## src/hw/rtl/sit_div.sv

```systemverilog
// Pipelined unsigned restoring divider, one quotient bit per stage.
// Stand-alone; the top level of the segment crossing test instantiates it.
`default_nettype none

module sit_div #(
    parameter int NUM_W  = 32,
    parameter int DEN_W  = 16,
    parameter int SIDE_W = 1
) (
    input  logic              clk,
    input  logic              rst_n,
    input  logic              en,
    input  logic              in_valid,
    input  logic [NUM_W-1:0]  num,
    input  logic [DEN_W-1:0]  den,
    input  logic [SIDE_W-1:0] side,
    output logic              out_valid,
    output logic [NUM_W-1:0]  quo,
    output logic [SIDE_W-1:0] out_side
);

    logic              v_reg    [NUM_W];
    logic [DEN_W-1:0]  rem_reg  [NUM_W];
    logic [NUM_W-1:0]  quo_reg  [NUM_W];
    logic [NUM_W-1:0]  dvd_reg  [NUM_W];
    logic [DEN_W-1:0]  den_reg  [NUM_W];
    logic [SIDE_W-1:0] side_reg [NUM_W];

    genvar k;
    generate
        for (k = 0; k < NUM_W; k++)
        begin : g_stage
            logic              pv;
            logic [DEN_W-1:0]  prem;
            logic [DEN_W-1:0]  pden;
            logic [NUM_W-1:0]  pquo;
            logic [NUM_W-1:0]  pdvd;
            logic [SIDE_W-1:0] pside;
            logic [DEN_W:0]    trial;
            logic [DEN_W+1:0]  diff;

            // The first stage starts from the request, later ones from the stage before.
            if (k == 0)
            begin : g_first
                assign pv    = in_valid;
                assign prem  = '0;
                assign pden  = den;
                assign pquo  = '0;
                assign pdvd  = num;
                assign pside = side;
            end
            else
            begin : g_next
                assign pv    = v_reg[k-1];
                assign prem  = rem_reg[k-1];
                assign pden  = den_reg[k-1];
                assign pquo  = quo_reg[k-1];
                assign pdvd  = dvd_reg[k-1];
                assign pside = side_reg[k-1];
            end

            // Bring down the next dividend bit and try to subtract the divisor.
            assign trial = {prem, pdvd[NUM_W-1]};
            assign diff  = {1'b0, trial} - {2'b00, pden};

            always_ff @(posedge clk or negedge rst_n)
            begin
                if (!rst_n)
                begin
                    v_reg[k] <= 1'b0;
                end
                else if (en)
                begin
                    v_reg[k] <= pv;
                end
            end

            always_ff @(posedge clk)
            begin
                if (en)
                begin
                    rem_reg[k]  <= diff[DEN_W+1] ? trial[DEN_W-1:0] : diff[DEN_W-1:0];
                    quo_reg[k]  <= {pquo[NUM_W-2:0], ~diff[DEN_W+1]};
                    dvd_reg[k]  <= {pdvd[NUM_W-2:0], 1'b0};
                    den_reg[k]  <= pden;
                    side_reg[k] <= pside;
                end
            end
        end
    endgenerate

    assign out_valid = v_reg[NUM_W-1];
    assign quo       = quo_reg[NUM_W-1];
    assign out_side  = side_reg[NUM_W-1];

endmodule

`default_nettype wire

```

## config.mk

```make
export PLATFORM = sky130hd
export DESIGN_NAME = sit_div
export DESIGN_NICKNAME = d
export VERILOG_FILES = /design/src/hw/rtl/sit_div.sv
export SDC_FILE = /design/constraint.sdc
export NUM_CORES = 2
export LEC_CHECK = 0
export BUFFER_PORTS_ARGS = -buffer_cell sky130_fd_sc_hd__buf_2
export CORE_MARGIN = 10
export CORE_UTILIZATION = 30
export CTS_CLUSTER_DIAMETER = 100
export DETAILED_ROUTE_END_ITERATION = 12
export PLACE_DENSITY = 0.44
export SKIP_LAST_GASP = 1
export SLEW_MARGIN = 20
export SYNTH_ARGS = -nofsm -noshare
export SYNTH_HDL_FRONTEND = slang
export SYNTH_SLANG_ARGS = --single-unit
```

## constraint.sdc

```tcl
create_clock -name clk -period 3.85 [get_ports clk]
set_clock_uncertainty 0.2 [all_clocks]
set_input_delay 0.5775 -clock clk [delete_from_list [all_inputs] [get_ports clk]]
set_output_delay 0.5775 -clock clk [all_outputs]
set_load 0.03 [all_outputs]
```

## After elaboration in Yosys (flattened, before gate mapping)

Memory sizes are Yosys's and may differ from the RTL's.
Cells that the tools add are included.
W data, S select, Z words.

- Flip-flop bits (word level): 32
- Bits in latches: 0
- Bits in writable memories: 3,072
- Memory bits (read-only): 0
- Input port bits: 53
- Output and inout port bits: 34
- Word-level logic and storage cells: 135
- Memories: 5

- Add/subtract/negate cells: 32
- $mul: 0
- Div/mod/pow operators: 0
- $lt $le $gt $ge: 0
- Equality and inequality tests: 0
- Shift operators: 0
- Mux-type cells: 34
- Bitwise gates (word level): 32
- Reductions and logical operators: 0

Memories:

| memory | depth | bits a word | rd ports | clocked after Yosys merged registers in | write ports | RTL line | source |
|---|---|---|---|---|---|---|---|
| quo_reg | 32 | 32 | 32 | 0 | 32 | 24 | `logic [NUM_W-1:0] quo_reg [NUM_W];` |
| dvd_reg | 32 | 31 | 31 | 0 | 32 | 25 | `logic [NUM_W-1:0] dvd_reg [NUM_W];` |
| den_reg | 32 | 16 | 31 | 0 | 32 | 26 | `logic [DEN_W-1:0] den_reg [NUM_W];` |
| rem_reg | 32 | 16 | 31 | 0 | 32 | 23 | `logic [DEN_W-1:0] rem_reg [NUM_W];` |
| side_reg | 32 | 1 | 32 | 0 | 32 | 27 | `logic [SIDE_W-1:0] side_reg [NUM_W];` |

Operators by type and width:

| cell | count |
|---|---|
| $sub A17 B16 Y18 | 31 |
| $mux W16 | 32 |
| $not A1 Y1 | 32 |
| $sub A1 B16 Y17 | 1 |
| $mux W1 | 2 |

## Depth between registers and ports, before layout

An unclocked memory read counts as a cell.

- Depth after elaboration: 3
- Gate-level depth with buffers: 12
- Mapped depth without buffers: 11

## Worst setup path after synthesis

Ideal clock, no wire load.

- Kind: reg2reg
- Start: memory rem_reg[16][7]
- End: memory rem_reg[17][10], data pin
- Setup time: 0.260 ns
- Data arrival time: 2.489 ns
- Required time: 3.390 ns
- Setup slack: 0.902 ns
- Cell stages (with the launch flop): 11
- Path buffers: 2
- Clock period less this slack: 2.948 ns
- Cell sequence: edfxtp_1 > ha_1 > buf_2 > a21oi_1 > o211ai_1 > a41o_1 > o21ai_2 > a21oi_1 > nor3_4 > buf_4 > mux2_2

RTL lines:

| element | RTL line |
|---|---|
| from (decl) | 23 |

==> impl_results.md <==
* Max-slew violations at 0
* Max-slew headroom at a little over a quarter
* Worst r2r dst: rem_reg[7][4]
* Area of the mapped netlist at between 90,000 and 100,000 um^2
* Status: completed
* Fin worst setup slack at 333 ps
* Tcrit/Tclk final at 91.4%
* Sequential share of the synthesized area at between 60% and 70%
* RSZ-0062 raised after global routing: no
* Critical Path Fanout Max at 16
* Worst VDD drop at ~0.41 mV
* First-pass GRT wire length at approximately 280,000 um
* Hold Fails Final Rpt at 0
* Async S/R FF share, synth at 1.54%
* Worst stage delay on the critical path at 740 ps
* CTS tree: built
* HP Class: in2async
* Hold slack at 71.2 ps
* Crit start category: flop
* Global Route Usage Sum at between 10% and 20%
* Total CTS buffers at about 240
* Vias in the first global route at between 50k and 60k
* Std-Cell Rows at roughly 200
* Worst skew pair latency at ~890 ps
* Via count at 50.5k
* FF+latch count, synth at about 2.1k
* Crit-path slowest cell: a21o_1
* Die area at ~330,000 um^2
* Final setup TNS at 0 ps
* Nets at approximately 7.4k
* Warnings, synthesis at 0
* Final core utilization at a little over a third
* Die span in y at a little under 600 um
* Largest net degree at the start of global routing at approximately 110
* Leak at approximately 0.041 uW
* HPWL Detailed at 122,000 um
* Synth-to-Final Area Change at 15.7%
* Post-synth top flop: edfxtp_1
* Starting Density at 30.2%
* CP Capture Type: flop
* Die width at 578 um
* Core Box Area at ~310,000 um^2
* Drt via density at ~4.6
* First drt pass iteration count at 5
* Clk slew on worst S/H paths at ~60 ps
* Clock root buffer: clkbuf_16
* Top cell by count, worst path: and3_1
* Crit path cell chain: ha_1 -> and3_1 -> and3_1 -> o211ai_1 -> a31oi_1 -> o21a_1 -> a21o_1 -> mux2_2
* Final Power at 84,700 uW
* Clock Tree Buf Depth at 4
* WP data required at 4280 ps
* Worst slew pin tran at between 1000 and 1500 ps
* R2r startpoint: rem_reg[6][7]
* MaxCap Viol Count at 0
* Post-DRT Antenna Nets at 0
* Family with the most delay on the worst path: compound AO/OA/AOI/OAI gates
* Postcts setup bufs at 0
* Final wirelength at 178,000 um
* Largest register FFs at between 500 and 600
* Syn Inst Count at approximately 6.4k
* CTS sink cnt at 2,080
* Gr ovfl total at 0
* IO Pins at 87
* Crit path DAT at between 3000 and 4000 ps
* Setup slack at placement at 314 ps
* Syn avg cell area at roughly 15 um^2
* F_max at about 0.28 GHz
* Minimum clock period at 3520 ps
* Flop-to-flop setup slack at 330 ps
* Layout cells sized above 1 at between 10% and 20%
* Wirelength per Cell at 16.0 um
* H-tree Lvls at 4
* Starting DRT DRC Count at 3,307
* Port Buffers at 86
* Post-synth EDFFs at 2,048
* Synth cell types at 90
* # setup viols final at 0
* Initial antenna violation count at 1
* Depth of the worst register-to-register path at 8
* Power Dens Cells at between 700 and 800 nW/um^2
* CP bufs+invs at 0
* Remaining DRCs at 0
* Critical path type: reg2reg
* GP Congestion at about 0.8
==> worst max-delay path by stage <==
stage	cells after the start	slack (ps)	to	start
detailed placement	8	310	rem_reg[13][5]	rem_reg[12][2]
global placement	8	400	rem_reg[7][2]	rem_reg[6][7]
CTS	8	290	rem_reg[7][6]	rem_reg[6][7]
finish	8	330	rem_reg[7][4]	rem_reg[6][7]
floorplan	10	900	rem_reg[17][10]	rem_reg[16][7]
global route	8	90	rem_reg[7][3]	rem_reg[6][7]
==> repair_timing <==
| action | CTS | global route |
|---|---|---|
| setup endpoints to repair | 0 | 0 |
| gates resized for setup | 0 | 0 |
| hold buffers | 52 | 0 |
| endpoints found under the hold margin | 94 | 0 |
==> layout make-up <==
| class | instances | area [um^2] |
|---|---|---|
| diodes | 2 | 5.00 |
| clock buffers | 283 | 6170 |
| clock inverters | 153 | 1740 |
| fillers | 29839 | 201000 |
| inverters | 622 | 2330 |
| multi-input cells | 3596 | 28200 |
| flip-flops and latches | 2080 | 62300 |
| well taps | 4120 | 5150 |
| repair buffers | 236 | 2040 |
==> cells in the mapped netlist (12+ instances only) <==
cell      instances  area share, %
edfxtp_1       2048             66
inv_1           617            2.5
ha_1            497            6.7
a21oi_1         348            1.9
nor2_1          294            1.2
nand2_1         273            1.1
mux2_2          262            3.2
o21ai_0         244            1.3
xnor2_1         189            1.8
a21o_1          156            1.3
o21a_1           96           0.77
xor2_1           93           0.87
nand2b_1         78           0.52
nand3_1          76           0.41
a211oi_1         72           0.58
mux2_4           70            1.1
nor3_1           66           0.35
clkbuf_1         50           0.20
a31oi_1          49           0.33
o21bai_1         46           0.37
nor2b_1          45           0.30
o31ai_1          39           0.31
and3_1           38           0.25
a21boi_0         36           0.29
mux2i_1          34           0.36
dfrtp_1          32           0.86
fa_1             30           0.64
nand4_1          29           0.19
buf_2            27           0.14
o211ai_1         25           0.20
o31a_1           25           0.23
o22ai_1          19           0.13
or3_1            18           0.12
a31o_2           17           0.16
and2_1           16           0.11
mux2_1           16           0.19
a211o_1          15           0.14
nand4b_1         15           0.14
a311o_1          12           0.13
a31o_1           12           0.11
buf_6            12           0.14
nor3b_1          12          0.097
==> layer usage <==
layer	track usage [%]	vias to the layer above	routed length (um)
met5	0	-	0
met4	3.38	0	5340
met3	1.67	315	6810
met2	17.3	792	84200
met1	13.7	24444	81100
li1	-	24941	-
==> worst reg2reg max path: stages (launching register included) <==
cell and delay (ps):
edfxtp_1 400, ha_1 450, and3_1 240, and3_1 180
o211ai_1 160, a31oi_1 280, o21a_1 180, a21o_1 740
mux2_2 420
==> report_power, final <==
part           leakage, uW  switching, uW  internal, uW
logic               0.0169          15000         13800
registers           0.0204           2280         30800
clock network      0.00382           9350         13500
==> metrics by stage <==
step           area, um^2  cells
2_1_floorplan       93300   6394
3_3_place_gp        99500  10602
3_5_place_dp        99500  10602
4_1_cts            108000  11090
5_1_grt            108000  11092
6_report           108000  11092
==> cells by family (layout without fill, tap and decap cells) <==
kind of cell	count (synthesis)	count (layout)	synth area share, %
flip-flops	2080	2080	66.8
AO/OA/AOI/OAI	1362	1362	9.93
AND/OR/NAND/NOR	1036	1036	5.46
buffers and inverters	718	1294	3.04
adder cells (fa/ha/maj)	527	527	7.31
multiplexers	382	382	4.85
XOR/XNOR	282	282	2.65
other	1	9	0.00402
==> placed cells by master, fill, tap and decap left out, types with 49 or more instances in the layout <==
cell	count
a211oi_1	72
clkinv_1	50
ha_1	497
a21o_1	156
nor2_1	294
clkbuf_16	238
nand3_1	76
edfxtp_1	2048
a21oi_1	348
nor3_1	66
buf_4	71
mux2_4	70
mux2_2	262
buf_2	85
o21a_1	96
nand2b_1	78
a31oi_1	49
nand2_1	273
dlygate4sd3_1	52
o21ai_0	244
xnor2_1	189
xor2_1	93
inv_1	617
Note: power is estimated with default switching activity, not from simulation.
